<file path="config.mk">
export PLATFORM = sky130hd
export DESIGN_NAME = afc_front
export DESIGN_NICKNAME = d
export VERILOG_FILES = /design/src/rtl/afc_pkg.sv /design/src/rtl/afc_front.sv
export SDC_FILE = /design/constraint.sdc
export NUM_CORES = 1
export LEC_CHECK = 0
export BUFFER_PORTS_ARGS = -buffer_cell sky130_fd_sc_hd__buf_2
export CORE_AREA = 2 2 182 184
export DETAILED_ROUTE_END_ITERATION = 7
export DIE_AREA = 0 0 184 186
export MAX_ROUTING_LAYER = met4
export SLEW_MARGIN = 10
export SYNTH_ARGS = -nofsm -noshare
export SYNTH_HDL_FRONTEND = slang
export SYNTH_SLANG_ARGS = --single-unit
</file>
<file path="constraint.sdc">
create_clock -name clk -period 29.7 [get_ports clk]
set_input_delay 2.97 -clock clk [delete_from_list [all_inputs] [get_ports clk]]
set_output_delay 2.97 -clock clk [all_outputs]
set_load 0.01 [all_outputs]
</file>
<file path="src/rtl/afc_pkg.sv">
// Shared types and constants for the frustum culling block.
// Used by every module under aabb_frustum_cull except afc_fifo; depends on nothing.
`default_nettype none

package afc_pkg;

	localparam int VAL_W           = 32;  // Q16.16 operand width
	localparam int TOL_W           = 16;
	localparam int COEFS_PER_PLANE = 4;
	localparam int NUM_PLANES_DEF  = 4;
	localparam int MID_DEPTH_DEF   = 4;   // front to back queue
	localparam int OUT_DEPTH_DEF   = 8;   // result queue, covers back pipeline latency

	// coefficient slots within one plane
	localparam logic [1:0] CI_NX = 2'd0;
	localparam logic [1:0] CI_NY = 2'd1;
	localparam logic [1:0] CI_NZ = 2'd2;
	localparam logic [1:0] CI_D  = 2'd3;

	typedef enum logic {
		OP_LOAD = 1'b0,
		OP_TEST = 1'b1
	} opcode_t;

	// request as taken from the ports
	typedef struct packed {
		opcode_t                  opcode;
		logic [1:0]               plane_index;
		logic [1:0]               coeff_index;
		logic signed [VAL_W-1:0]  coeff_value;
		logic signed [VAL_W-1:0]  box_x_min;
		logic signed [VAL_W-1:0]  box_x_max;
		logic signed [VAL_W-1:0]  box_y_min;
		logic signed [VAL_W-1:0]  box_y_max;
		logic signed [VAL_W-1:0]  box_z_min;
		logic signed [VAL_W-1:0]  box_z_max;
	} in_item_t;

	// classified request, bounds already ordered per axis
	typedef struct packed {
		logic                     is_test;
		logic [1:0]               plane_index;
		logic [1:0]               coeff_index;
		logic signed [VAL_W-1:0]  coeff_value;
		logic signed [VAL_W-1:0]  x_lo;
		logic signed [VAL_W-1:0]  x_hi;
		logic signed [VAL_W-1:0]  y_lo;
		logic signed [VAL_W-1:0]  y_hi;
		logic signed [VAL_W-1:0]  z_lo;
		logic signed [VAL_W-1:0]  z_hi;
	} mid_item_t;

endpackage

`default_nettype wire

</file>
<file path="src/rtl/afc_front.sv">
// Front end: takes requests, drops loads to planes that do not exist,
// orders the box bounds per axis. Depends on afc_pkg.
`default_nettype none

module afc_front #(
	parameter int NUM_PLANES = afc_pkg::NUM_PLANES_DEF
) (
	input  wire logic              clk,
	input  wire logic              arst_n,
	input  wire afc_pkg::in_item_t in_item,
	input  wire logic              in_push,
	output logic                   in_full,
	output afc_pkg::mid_item_t     mid_item,
	output logic                   mid_push,
	input  wire logic              mid_full
);

	afc_pkg::in_item_t item_s1;
	logic              valid_s1;
	logic              is_test;
	logic              drop;
	logic              advance;
	logic              accept;

	assign is_test = (item_s1.opcode == afc_pkg::OP_TEST);
	// loads beyond the plane store are discarded here
	assign drop    = valid_s1 && !is_test && !(int'(item_s1.plane_index) < NUM_PLANES);
	assign advance = !valid_s1 || drop || !mid_full;
	assign in_full = !advance;
	assign accept  = in_push && advance;
	assign mid_push = valid_s1 && !drop && !mid_full;

	always_comb begin
		mid_item.is_test     = is_test;
		mid_item.plane_index = item_s1.plane_index;
		mid_item.coeff_index = item_s1.coeff_index;
		mid_item.coeff_value = item_s1.coeff_value;
		mid_item.x_lo = (item_s1.box_x_min < item_s1.box_x_max) ? item_s1.box_x_min
			: item_s1.box_x_max;
		mid_item.x_hi = (item_s1.box_x_min < item_s1.box_x_max) ? item_s1.box_x_max
			: item_s1.box_x_min;
		mid_item.y_lo = (item_s1.box_y_min < item_s1.box_y_max) ? item_s1.box_y_min
			: item_s1.box_y_max;
		mid_item.y_hi = (item_s1.box_y_min < item_s1.box_y_max) ? item_s1.box_y_max
			: item_s1.box_y_min;
		mid_item.z_lo = (item_s1.box_z_min < item_s1.box_z_max) ? item_s1.box_z_min
			: item_s1.box_z_max;
		mid_item.z_hi = (item_s1.box_z_min < item_s1.box_z_max) ? item_s1.box_z_max
			: item_s1.box_z_min;
	end

	always_ff @(posedge clk) begin
		if (accept) begin
			item_s1 <= in_item;
		end
	end

	always_ff @(posedge clk or negedge arst_n) begin
		if (!arst_n) begin
			valid_s1 <= 1'b0;
		end else if (advance) begin
			valid_s1 <= accept;
		end
	end

endmodule

`default_nettype wire

</file>
==> flow_metrics.env <==
export IMPL_crit_family="compound AO/OA/AOI/OAI gates"
export IMPL_fin_nets=1585
export IMPL_relSlewSlack=0.222
export IMPL_reg2reg_from="valid_s1"
export IMPL_synth_seq_cells=230
export IMPL_grt_setup_unrepaired="false"
export IMPL_leakage_nw=6.77
export IMPL_cp_cell_sequence="inv_1 > ha_1 > and2_1 > a221o_1 > a211oi_2 > o22ai_1 > a211oi_4 > buf_4 > mux2_2 > buf_2"
export IMPL_drive_above_1_share=0.540
export IMPL_fp_dieH_microns=186
export IMPL_final_period_utilization=0.250
export IMPL_grt_usage=0.176
export IMPL_worst_slew_pin_slew_ps=1160
export IMPL_hold_viol=0
export IMPL_die_area_sq_mm=0.0342
export IMPL_dp_hpwl_mm=24.4
export IMPL_synth_warnings=0
export IMPL_drt_initial_drc_count=320
export IMPL_grt_overflow_total=0
export IMPL_synth_top_area_share=0.574
export IMPL_antenna_found_initial=14
export IMPL_core_sq_mm=0.0322
export IMPL_cp_slowest_cell="a211oi_4"
export IMPL_cts_resized=0
export IMPL_setup_viol=0
export IMPL_synthTopCellsByArea="edfxtp_1, mux2_2, ha_1"
export IMPL_tns_ps=0
export IMPL_crit_buf_inv=3
export IMPL_drc=0
export IMPL_final_common_cell="buf_2"
export IMPL_hp_start="valid_s1"
export IMPL_status="complete, no violations"
export IMPL_gp_congestion=0.811
export IMPL_totalWireLength_mm=31.6
export IMPL_setup_worst_path_start="item_s1[155]"
export IMPL_crit_path_max_fanout=40
export IMPL_utilization=0.474
export IMPL_cts_hold_buf=0
export IMPL_synth_area_sq_mm=0.0120
export IMPL_cts_setup_buffers=0
export IMPL_wl_per_cell_microns=18.6
export IMPL_cts_sinks=230
export IMPL_final_cell_mix="buf_2, edfxtp_1, mux2_2"
export IMPL_critPathCaptureType="primary output"
export IMPL_crit_required_ps=26730
export IMPL_p_comb_frac=0.208
export IMPL_cts_made_buffers=27
export IMPL_finClkSkew_ps=15.8
export IMPL_grt_pass1_wl_mm=44.0
export IMPL_via_count=8090
export IMPL_place_ws_ps=22850
export IMPL_cts_clk_slew_worst_paths_ps=60
export IMPL_portBuffers=463
export IMPL_whs_ps=715
export IMPL_synth_top_cell_by_area="edfxtp_1"
export IMPL_min_path_type="flip-flop to flip-flop"
export IMPL_p_total_mw=0.887
export IMPL_syn_num_nets=1142
export IMPL_cts_root_buf="clkbuf_16"
export IMPL_ys_types=29
export IMPL_arrival_ps=4460
export IMPL_startpoint_type="flip-flop"
export IMPL_irDropWorstVdd_mv=0.0419
export IMPL_pwr_density_cell_mw_per_mm2=58.2
export IMPL_worst_slack_ps=22270
export IMPL_die_w_microns=184
export IMPL_fin_area_sq_mm=0.0153
export IMPL_ant_nets=0
export IMPL_pwr_share_clk=0.350
export IMPL_grt_pass1_vias=7878
export IMPL_seq_area_frac_synth=0.576
export IMPL_maxSlewViolCount=0
export IMPL_cts_tree="yes"
export IMPL_insertion_delay_ps=540
export IMPL_p_switching_mw=0.236
export IMPL_dpl_cell_count=1638
export IMPL_criticalPathCategory="flip-flop to primary output"
export IMPL_htreeDepth=1
export IMPL_drv_cap=0
export IMPL_initial_utilization=0.372
export IMPL_vias_per_cell=4.75
export IMPL_top_level_ports=464
export IMPL_post_dp_cell_area_sq_mm=0.0144
export IMPL_drtPass1Iterations=4
export IMPL_cp_slowest_stage_delay_ps=960
export IMPL_syn_to_final_growth_pct=27.2
export IMPL_cts_buffer_depth=3
export IMPL_rows=66
export IMPL_syn_avg_cell_area_sq_um=14.7
export IMPL_p_sw_frac=0.266
export IMPL_synth_cells=816
export IMPL_finalNonFillerCells=1702
export IMPL_pwr_share_seq=0.442
export IMPL_grt_max_degree=82
export IMPL_fill_cells=2996
export IMPL_power_internal_mw=0.652
export IMPL_fmax_mhz=135
export IMPL_period_needed_ps=7430
[power groups by stage]
stage | Sequential (mW) | Combinational, mW | Clock (mW)
after CTS | 0.392 | 0.188 | 0.321
after floorplan | 0.400 | 0.124 | 0
after global routing | 0.394 | 0.202 | 0.332
after detailed placement | 0.399 | 0.186 | 0
after global placement | 0.398 | 0.185 | 0
final | 0.392 | 0.185 | 0.310
[tightest hold or removal path: cells and delay by family (launching register included)]
family,cells,cell delay (ps)
AND/OR/NAND/NOR,2,340
flip-flops,1,340
[worst paths after layout]
check	end	slack, ps	cells after the start
hold reg to reg	valid_s1	720	2
setup reg to reg	item_s1[148]	26870	4
max in group asynchronous	valid_s1	27420	1
setup / recovery	mid_item[188]	22270	10
hold / removal	valid_s1	720	2
min in group asynchronous	valid_s1	2200	1
[final cells by class]
cell class | count | area [sq um] | share of cell area
clock inverter | 11 | 88.8 | 0.00582
tap | 408 | 510 | 0.0335
sequential | 230 | 6900 | 0.453
multi-input combinational | 435 | 4250 | 0.279
inverter | 96 | 360 | 0.0236
clock buffer | 39 | 741 | 0.0486
timing repair buffer | 469 | 2360 | 0.155
antenna | 14 | 35.0 | 0.00230
[registers in the layout (all words and copies together), names as in the netlist]
name,count
is_test,1
valid_s1,1
item_s1,192
mid_item,36
[cells by family after synthesis]
logic type	share of synthesized area
adder cells (fa/ha/maj)	0.0971
AO/OA/AOI/OAI	0.0451
multiplexers	0.180
buffers and inverters	0.0701
AND/OR/NAND/NOR	0.0316
flip-flops	0.576
[cell usage after synthesis]
cell type and number:
edfxtp_1 229, mux2_2 176, inv_1 96, ha_1 93, buf_4 37, a21oi_1 36, nand2_1 20, buf_6 18
mux2_1 16, nor2_1 11, nand3_1 9, nand4_1 9, o21ai_0 9, and2_1 7, and4_1 7, a211o_1 6
a21o_1 6, a211oi_2 3, a211oi_4 3, a221o_1 3, a221oi_1 3, a31oi_1 3, nand2b_1 3, o221ai_1 3
o22ai_1 3, or3_1 3, nor2b_1 2, dfrtp_1 1, or2_2 1
[metal layers]
| metal | global-route usage | vias up | wire length, microns | share of wire |
|---|---|---|---|---|
| met2 | 0.303 | 304 | 15900 | 0.50 |
| met4 | 0.0701 | 0 | 1070 | 0.034 |
| met3 | 0.0448 | 54 | 2310 | 0.073 |
| met1 | 0.196 | 3810 | 12400 | 0.39 |
| met5 | - | - | 0 | 0 |
| li1 | - | 3922 | - | - |
(Power assumes the default switching activity.)
