## src/rtl/afc_fifo.sv

```systemverilog
// Small register queue with full/empty flags, used between front and back
// and for results. Depends on nothing but its parameters.
`default_nettype none

module afc_fifo #(
	parameter int WIDTH = 1,
	parameter int DEPTH = 4
) (
	input  wire logic             clk,
	input  wire logic             arst_n,
	input  wire logic             wr_en,
	input  wire logic [WIDTH-1:0] wr_data,
	input  wire logic             rd_en,
	output logic      [WIDTH-1:0] rd_data,
	output logic                  full,
	output logic                  empty
);

	localparam int PTR_W = $clog2(DEPTH);
	localparam int CNT_W = $clog2(DEPTH + 1);

	logic [WIDTH-1:0] mem_q [DEPTH];
	logic [PTR_W-1:0] wr_ptr_q;
	logic [PTR_W-1:0] rd_ptr_q;
	logic [CNT_W-1:0] count_q;

	assign full    = (count_q == CNT_W'(DEPTH));
	assign empty   = (count_q == '0);
	assign rd_data = mem_q[rd_ptr_q];

	always_ff @(posedge clk) begin
		if (wr_en) begin
			mem_q[wr_ptr_q] <= wr_data;
		end
	end

	always_ff @(posedge clk or negedge arst_n) begin
		if (!arst_n) begin
			wr_ptr_q <= '0;
			rd_ptr_q <= '0;
			count_q  <= '0;
		end else begin
			if (wr_en) begin
				wr_ptr_q <= (wr_ptr_q == PTR_W'(DEPTH - 1)) ? '0 : wr_ptr_q + 1'b1;
			end
			if (rd_en) begin
				rd_ptr_q <= (rd_ptr_q == PTR_W'(DEPTH - 1)) ? '0 : rd_ptr_q + 1'b1;
			end
			unique case ({wr_en, rd_en})
				2'b10:   count_q <= count_q + 1'b1;
				2'b01:   count_q <= count_q - 1'b1;
				default: count_q <= count_q;
			endcase
		end
	end

`ifndef SYNTHESIS
	a_no_overflow: assert property (@(posedge clk) disable iff (!arst_n)
		wr_en |-> (!full || rd_en))
		else $error("afc_fifo: write while full");
	a_no_underflow: assert property (@(posedge clk) disable iff (!arst_n)
		rd_en |-> !empty)
		else $error("afc_fifo: read while empty");
`endif

endmodule

`default_nettype wire

```

## config.mk

```make
export PLATFORM = sky130hd
export DESIGN_NAME = afc_fifo
export DESIGN_NICKNAME = d
export VERILOG_FILES = /design/src/rtl/afc_fifo.sv
export SDC_FILE = /design/constraint.sdc
export NUM_CORES = 1
export LEC_CHECK = 0
export BUFFER_PORTS_ARGS = -buffer_cell sky130_fd_sc_hd__buf_2
export CAP_MARGIN = 20
export CORE_AREA = 3 3 40 42
export DETAILED_ROUTE_END_ITERATION = 12
export DIE_AREA = 0 0 43 45
export PLACE_DENSITY_LB_ADDON = 0.25
export SKIP_LAST_GASP = 1
export SYNTH_ARGS = -nofsm -noshare
export SYNTH_HDL_FRONTEND = slang
export SYNTH_SLANG_ARGS = --single-unit
```

## constraint.sdc

```tcl
create_clock -name clk -period 4.45 [get_ports clk]
set_clock_uncertainty 0.1 [all_clocks]
set_input_delay 1.1125 -clock clk [delete_from_list [all_inputs] [get_ports clk]]
set_output_delay 1.1125 -clock clk [all_outputs]
set_load 0.02 [all_outputs]
```

==> results.py, run 1 <==
metrics = {
    "timing": {
        "setup_viol": 0,
        "fin_crit_sh_pct": 57.3,
        "worstMarginPinSlew_ns": 0.171,
        "fmax_mhz": 392,
        "min_period_ns": 2.55,
        "setup-tns-final_ns": 0,
        "slew_viol_final": 0,
        "hold_viol": 0,
        "relSlewSlack_pct": 88.6,
        "rsz0062_at_grt": "no",
    },
    "yosys": {
        "syn-num-nets": 55,
        "ys_seq_area_share_pct": 52.4,
        "netlist_instances": 43,
        "synth_cell_types": 18,
        "ys_ff_latch": 11,
        "netlist_area_um2": 563,
        "avgSynthCellArea_um2": 13.1,
        "ys_warn_count": 0,
    },
    "clock_network": {
        "numCtsBuffers": 3,
        "clock_latency_ns": 0.26,
        "cts_hold_buf": 0,
        "cts_tree": "built",
        "path_clk_slew_ns": 0.07,
        "cts_resized": 0,
        "clockRootBuffer": "clkbuf_4",
        "cts_max_path_buffers": 2,
        "htreeDepth": 1,
        "clock-sinks": 11,
        "cts_setup_buffers": 0,
    },
    "final_layout": {
        "most-common-layout-cells": "7 x dfrtp_1, 7 x buf_2, 6 x ha_1",
        "fillers": 116,
        "drive_gt1_share_pct": 33.3,
        "area_growth_pct": 14.2,
        "diodes": 0,
        "fin_nets": 67,
    },
    "critical_path": {
        "critPathCaptureType": "output port",
        "worstSetupPathType": "flop to output port",
        "worstSetupStartpointType": "flop",
        "crit_path_max_fanout": 4,
        "regToRegSetupSlack_ns": 2.99,
        "worstPathArrival_ns": 1.34,
        "reg2reg_depth": 5,
        "crit_required_ns": 3.24,
    },
    "place": {
        "hpwlAfterDp_um": 577,
        "portBuffers": 7,
        "globalplace.congestion": 0.708,
    },
    "global_routing": {
        "grt_pass1_wl_um": 1240,
        "grt_pass1_vias": 303,
        "antenna_found_initial": 0,
        "grt_max_degree": 9,
        "grt.total_usage_pct": 9.09,
        "grt_overflow_total": 0,
    },
    "floorplanning": {
        "die_h_um": 45,
        "design.core.area_um2": 1280,
        "dieWidth_um": 43,
        "die_area_um2": 1940,
        "start_util_pct": 43.8,
        "rows": 13,
        "io_pins": 8,
    },
    "drt": {
        "postRouteAntennaNets": 0,
        "wl_per_cell_um": 10.3,
        "drcViolationCount": 0,
        "drt-initial-drc-count": 5,
        "vias": 317,
        "firstDrtPassIters": 2,
        "wirelength_um": 711,
        "via_per_inst": 4.59,
    },
    "power_and_ir_drop": {
        "p_leak_nw": 0.309,
        "p_int_w": 0.000249,
        "combPwrFrac_pct": 36.8,
        "peakVddDrop_v": 0.000238,
        "report.power.total_w": 0.000380,
        "power_density_nw_per_um2": 590,
        "netSwitchingFraction_pct": 34.5,
        "p_seq_share_pct": 45.5,
        "switchingPower_w": 0.000131,
        "clkPwrFrac_pct": 17.7,
    },
    "run_status": {
        "outcome": "completed",
    },
    "min_path": {
        "whs_path_depth": 1,
        "hold_class": "flop to flop",
    },
    "flow_run": {
        "cap_violations": 0,
    },
}
[routing by layer]
layer  global-route usage [%]  vias up  part of all wire (%)
met3                     2.79        2                   3.8
li1                         -      162                     -
met2                     14.1        5                    49
met4                     5.42        0                   2.0
met5                        0        -                     0
met1                     11.3      148                    45
[logic make-up (layout without fill, tap and decap cells)]
kind of cell / count (synthesis) / after routing / synth area share [%]
AO/OA/AOI/OAI: 2 / 2 / 1.78
XOR/XNOR: 3 / 3 / 4.67
adder cells (fa/ha/maj): 7 / 7 / 16.9
buffers and inverters: 6 / 17 / 4.00
flip-flops: 11 / 11 / 52.4
multiplexers: 4 / 4 / 9.78
AND/OR/NAND/NOR: 10 / 10 / 10.4
[cell type report]
class,count,area (um2),area share (%)
flip-flops and latches,11,295,45.9
multi-input cells,26,245,38.1
repair buffers,7,35.0,5.45
clock buffers,4,26.3,4.09
inverters,6,22.5,3.50
well taps,15,18.8,2.92
[worst max-delay path, cell delays in order, from the launching register on]
cell     delay, ns
dfrtp_1       0.41
mux4_2        0.50
buf_2         0.17
[flip-flops by register name (all words and copies together) (netlist names)]
| register | cells |
|---|---|
| count_q | 3 |
| mem_q | 4 |
| rd_ptr_q | 2 |
| wr_ptr_q | 2 |
[synth_stat cells]
library cell | instances | area share (%)
ha_1 | 6 | 13
mux2i_1 | 1 | 1.8
and2_2 | 4 | 5.3
xor2_1 | 2 | 3.1
inv_1 | 5 | 3.3
dfrtp_1 | 7 | 31
edfxtp_1 | 4 | 21
nor3_1 | 1 | 0.89
mux4_2 | 1 | 4.0
o21ai_0 | 2 | 1.8
xnor2_1 | 1 | 1.6
inv_2 | 1 | 0.67
nor2_1 | 2 | 1.3
nand2_1 | 1 | 0.67
and3_1 | 1 | 1.1
mux2_2 | 2 | 4.0
fa_1 | 1 | 3.6
or3_1 | 1 | 1.1
[power by group through the flow]
stage	clock network, W	logic [W]	registers [W]
final	0.0000671	0.000140	0.000173
after global routing	0.0000739	0.000159	0.000179
after CTS	0.0000689	0.000143	0.000174
after detailed placement	0	0.000142	0.000176
after global placement	0	0.000140	0.000175
after floorplan	0	0.000114	0.000169
[per-stage QoR]
stage | worst slack, ns | instance area (um2) | cells | hold slack [ns] | util, %
2_1_floorplan | 2.17 | 563 | 43 | 0.357 | -
3_3_place_gp | 1.96 | 617 | 65 | 0.378 | 48.0
3_5_place_dp | 1.96 | 617 | 65 | 0.382 | 48.0
4_1_cts | 1.88 | 643 | 69 | 0.391 | 50.0
5_1_grt | 1.83 | 643 | 69 | 0.404 | 50.0
6_report | 1.90 | 643 | 69 | 0.393 | 50.0
[path summary, 6_finish.rpt]
kind,startpoint,end
max,rd_ptr_q[0],rd_data
min,count_q[2],count_q[2]
max reg2reg,count_q[0],count_q[2]
min reg2reg,count_q[2],count_q[2]
max in group asynchronous,arst_n,wr_ptr_q[1]
min in group asynchronous,arst_n,count_q[1]
Note: power is estimated with default switching activity, not from simulation.
==> inputs of run 2 (changes only) <==
clock period = 2.6 ns   (was 4.45 ns; I/O delays follow)
==> run 2 against run 1 <==
  * Die area unchanged
  * Critical path type unchanged
  * Total power increased by 74%
  * Cell area stayed put
  * Sequential share of layout area stayed put
  * Sequential power up 72%
  * Largest power group unchanged
  * Clock-buffer cell count is the same
  * Worst setup slack got worse by 1.4 ns
  * Sequential cell count did not move
  * Hold slack worse by 0.29 ns
  * Global-route usage rose by 2.0 points
==> results.py, run 2 (same netlist as run 1, synthesis figures left out) <==
metrics = {
    "timing": {
        "hold_viol": 0,
        "fmax_mhz": 476,
        "slew_viol_final": 0,
        "whs_ns": 0.107,
        "setup_ws_ns": 0.501,
        "min_period_ns": 2.10,
        "worstMarginPinSlew_ns": 0.185,
        "fin_crit_sh_pct": 80.7,
        "setup-tns-final_ns": 0,
        "rsz0062_at_grt": "no",
        "setup_viol": 0,
        "relSlewSlack_pct": 87.5,
    },
    "floorplanning": {
        "start_util_pct": 43.8,
        "rows": 13,
        "dieWidth_um": 43,
        "design.core.area_um2": 1280,
        "die_area_um2": 1940,
        "io_pins": 8,
        "die_h_um": 45,
    },
    "critical_path": {
        "regToRegSetupSlack_ns": 1.12,
        "worstPathArrival_ns": 1.35,
        "worstSetupPathType": "flop to output port",
        "worstSetupStartpointType": "flop",
        "critPathCaptureType": "output port",
        "crit_path_max_fanout": 4,
        "crit_required_ns": 1.85,
    },
    "min_path": {
        "hold_class": "input port to async pin",
    },
    "final_layout": {
        "fin_nets": 67,
        "diodes": 0,
        "area_growth_pct": 14.2,
        "reg_top3": "mem_q: 4 flops, count_q: 3 flops",
        "largest-register": "mem_q",
        "largest_reg_flops": 4,
        "drive_gt1_share_pct": 33.3,
        "most-common-layout-cells": "7 x dfrtp_1, 7 x buf_2, 6 x ha_1",
        "final_area_um2": 643,
    },
    "global_routing": {
        "antenna_found_initial": 0,
        "grt_overflow_total": 0,
        "grt_max_degree": 9,
        "grt_pass1_wl_um": 1470,
        "grt.total_usage_pct": 11.1,
        "grt_pass1_vias": 335,
    },
    "power_and_ir_drop": {
        "combPwrFrac_pct": 37.4,
        "peakVddDrop_v": 0.000348,
        "netSwitchingFraction_pct": 35.1,
        "p_leak_nw": 0.309,
        "report.power.total_w": 0.000659,
        "p_int_w": 0.000428,
        "p_seq_share_pct": 45.3,
        "power_density_nw_per_um2": 1020,
        "clkPwrFrac_pct": 17.4,
        "switchingPower_w": 0.000231,
    },
    "clock_network": {
        "clock-sinks": 11,
        "numCtsBuffers": 3,
        "cts_hold_buf": 0,
        "cts_max_path_buffers": 2,
        "clockRootBuffer": "clkbuf_4",
        "cts_resized": 0,
        "path_clk_slew_ns": 0.07,
        "htreeDepth": 1,
        "cts_tree": "built",
        "cts_setup_buffers": 0,
        "clock_latency_ns": 0.27,
    },
    "flow_run": {
        "cap_violations": 0,
    },
    "place": {
        "place_area_um2": 617,
        "hpwlAfterDp_um": 603,
        "place_ws_ns": 0.549,
        "globalplace.congestion": 0.750,
        "portBuffers": 7,
    },
    "drt": {
        "vias": 323,
        "firstDrtPassIters": 2,
        "drcViolationCount": 0,
        "drt-initial-drc-count": 2,
        "wirelength_um": 785,
        "via_per_inst": 4.68,
        "postRouteAntennaNets": 0,
        "wl_per_cell_um": 11.4,
    },
    "run_status": {
        "outcome": "completed",
    },
}
[run 2: cell counts in the layout (fill, tap and decap cells not counted)]
Identical to the previous run, type by type.
[run 2: stage by stage]
step	utilization (%)	cells
floorplan	-	43
global placement	48.0	65
global route	50.0	69
detailed placement	48.0	65
finish	50.0	69
CTS	50.0	69
[run 2: area by class of cell]
| type | instances | area (um2) |
|---|---|---|
| Fill cell | 117 | 642 |
| Sequential cell | 11 | 295 |
| Multi-Input combinational cell | 26 | 245 |
| Timing Repair Buffer | 7 | 35.0 |
| Clock buffer | 4 | 26.3 |
| Inverter | 6 | 22.5 |
| Tap cell | 15 | 18.8 |
[run 2: worst max-delay path: stages, from the launching register on]
cell and delay [ns]:
dfrtp_1 0.41, mux4_2 0.50, buf_2 0.17
[run 2: power groups by stage]
stage / Sequential (W) / Combinational [W] / Clock [W]
after floorplan: 0.000289 / 0.000195 / 0
after global placement: 0.000300 / 0.000243 / 0
after detailed placement: 0.000301 / 0.000250 / 0
after CTS: 0.000299 / 0.000249 / 0.000121
after global routing: 0.000310 / 0.000292 / 0.000132
final: 0.000298 / 0.000246 / 0.000114
[run 2: path summary, 6_finish.rpt]
| kind | startpoint | end | cells past startpoint |
|---|---|---|---|
| min in group clk | count_q[2] | count_q[2] | 1 |
| setup / recovery | rd_ptr_q[0] | rd_data | 2 |
| setup reg to reg | count_q[0] | count_q[2] | 5 |
| hold reg to reg | count_q[2] | count_q[2] | 1 |
| hold / removal | arst_n | rd_ptr_q[0] | 1 |
| max in group asynchronous | arst_n | wr_ptr_q[1] | 1 |
[run 2: per-layer routing]
| layer | global-route usage [%] | wire, um | vias to the layer above |
|---|---|---|---|
| li1 | - | - | 162 |
| met1 | 12.9 | 349 | 152 |
| met2 | 16.5 | 382 | 5 |
| met3 | 2.79 | 33 | 4 |
| met4 | 10.8 | 19 | 0 |
| met5 | 0 | 0 | - |
==> inputs of run 3 (changes only) <==
clock period = 2 ns   (was 2.6 ns; I/O delays follow)
==> run 3 against run 2 <==
  * Cell count grew 1.4%
  * Die area did not move
  * Largest power group unchanged
  * Critical path depth unchanged
  * Critical path type unchanged
  * Worst setup slack got worse by 0.43 ns
  * Largest cell class unchanged
  * Cell area up 2.5%
  * Non-clock buffer count grew 1
  * Via count is 0.93% lower
  * First-iteration DRC count rose to 3.0 times the previous value
==> results.py, run 3 (same netlist as run 1, synthesis figures left out) <==
metrics = {
    "timing": {
        "fin_crit_sh_pct": 96.6,
        "relSlewSlack_pct": 88.9,
        "hold_viol": 0,
        "min_period_ns": 1.93,
        "setup_viol": 0,
        "worstMarginPinSlew_ns": 0.166,
        "fmax_mhz": 518,
        "slew_viol_final": 0,
        "rsz0062_at_grt": "yes",
    },
    "floorplanning": {
        "die_area_um2": 1940,
        "die_h_um": 45,
        "dieWidth_um": 43,
        "design.core.area_um2": 1280,
        "io_pins": 8,
        "start_util_pct": 43.8,
        "rows": 13,
    },
    "final_layout": {
        "area_growth_pct": 17.1,
        "final_common_cell": "dfrtp_1",
        "drive_gt1_share_pct": 32.7,
        "most-common-layout-cells": "7 x dfrtp_1, 6 x ha_1, 6 x buf_2",
        "reg_top3": "mem_q: 4 flops, count_q: 3 flops",
        "fin_nets": 68,
        "largest-register": "mem_q",
        "layout.cells.non_filler": 70,
        "largest_reg_flops": 4,
        "diodes": 0,
    },
    "drt": {
        "vias": 320,
        "wirelength_um": 777,
        "wl_per_cell_um": 11.1,
        "postRouteAntennaNets": 0,
        "via_per_inst": 4.57,
        "drcViolationCount": 0,
        "firstDrtPassIters": 4,
        "drt-initial-drc-count": 6,
    },
    "min_path": {
        "hold_class": "input port to flop",
        "holdPathEnd": "mem_q[1]",
        "hp-start": "wr_data",
        "whs_path_depth": 1,
    },
    "global_routing": {
        "grt_max_degree": 9,
        "grt_pass1_wl_um": 1400,
        "grt.total_usage_pct": 10.6,
        "grt_pass1_vias": 345,
        "antenna_found_initial": 0,
        "grt_overflow_total": 0,
    },
    "place": {
        "dp_cells": 65,
        "portBuffers": 7,
        "hpwlAfterDp_um": 593,
        "globalplace.congestion": 0.728,
    },
    "critical_path": {
        "regToRegSetupSlack_ns": 0.52,
        "worstSetupPathType": "flop to output port",
        "crit_path_max_fanout": 4,
        "crit_chain": "mux4_2, buf_6",
        "critPathSlowestCell": "mux4_2",
        "worstSetupStartpointType": "flop",
        "cpPeakStageDelay_ns": 0.52,
        "cp_top_family": "multiplexers",
        "crit_required_ns": 1.40,
        "worstPathArrival_ns": 1.33,
        "timing.rr.start": "count_q[0]",
        "critPathCaptureType": "output port",
        "worstPathBufferInverterCount": 1,
        "reg2reg_depth": 5,
        "r2r_end": "count_q[2]",
    },
    "clock_network": {
        "htreeDepth": 1,
        "clock-sinks": 11,
        "clock_latency_ns": 0.26,
        "cts_setup_buffers": 0,
        "cts_tree": "built",
        "numCtsBuffers": 3,
        "cts_max_path_buffers": 2,
        "path_clk_slew_ns": 0.07,
        "clockRootBuffer": "clkbuf_4",
    },
    "power_and_ir_drop": {
        "p_leak_nw": 0.315,
        "power_density_nw_per_um2": 1320,
        "report.power.total_w": 0.000872,
        "peakVddDrop_v": 0.000457,
    },
    "run_status": {
        "outcome": "completed",
    },
    "flow_run": {
        "cap_violations": 0,
    },
}
==> run 3: worst max-delay path by stage <==
stage / slack (ns) / start / cells after the start / to
2_1_floorplan: 0.33 / wr_en / 7 / count_q[2]
3_3_place_gp: 0.10 / wr_en / 8 / count_q[2]
3_5_place_dp: 0.1 / wr_en / 8 / count_q[2]
4_1_cts: 0.04 / rd_ptr_q[0] / 2 / rd_data
5_1_grt: -0.01 / rd_ptr_q[0] / 2 / rd_data
6_report: 0.07 / rd_ptr_q[0] / 2 / rd_data
==> run 3: area by class of cell <==
cell class                 instances  area [um2]
multi-input combinational         26         245
inverter                           6        22.5
tap                               15        18.8
fill                             115         626
clock buffer                       4        26.3
timing repair buffer               8        51.3
sequential                        11         295
==> run 3: power by group <==
group	leakage [nW]	internal [W]	switching [W]
clock	0.0150	0.0000770	0.0000691
sequential	0.120	0.000321	0.0000640
combinational	0.180	0.000175	0.000166
==> run 3: repair_timing <==
action,in CTS,in global routing
resized for setup,0,2
hold buffers,1,0
endpoints found under the setup margin,0,1
endpoints found under the hold margin,7,0
==> run 3: through the flow <==
| step | hold WS, ns | setup slack, ns | utilization (%) | area (um2) | setup TNS, ns |
|---|---|---|---|---|---|
| floorplan | 0.104 | 0.332 | - | 563 | 0 |
| global placement | 0.245 | 0.103 | 48.0 | 617 | 0 |
| detailed placement | 0.242 | 0.0982 | 48.0 | 617 | 0 |
| CTS | 0.347 | 0.0412 | 50.8 | 653 | 0 |
| global route | 0.338 | -0.0134 | 51.3 | 659 | -0.0134 |
| finish | 0.351 | 0.0684 | 51.3 | 659 | 0 |
==> run 3: layer usage <==
| layer | global-route usage, % | routed length [um] |
|---|---|---|
| met4 | 6.02 | 0 |
| met3 | 4.38 | 36 |
| met1 | 11.5 | 339 |
| met5 | 0 | 0 |
| met2 | 17.7 | 401 |
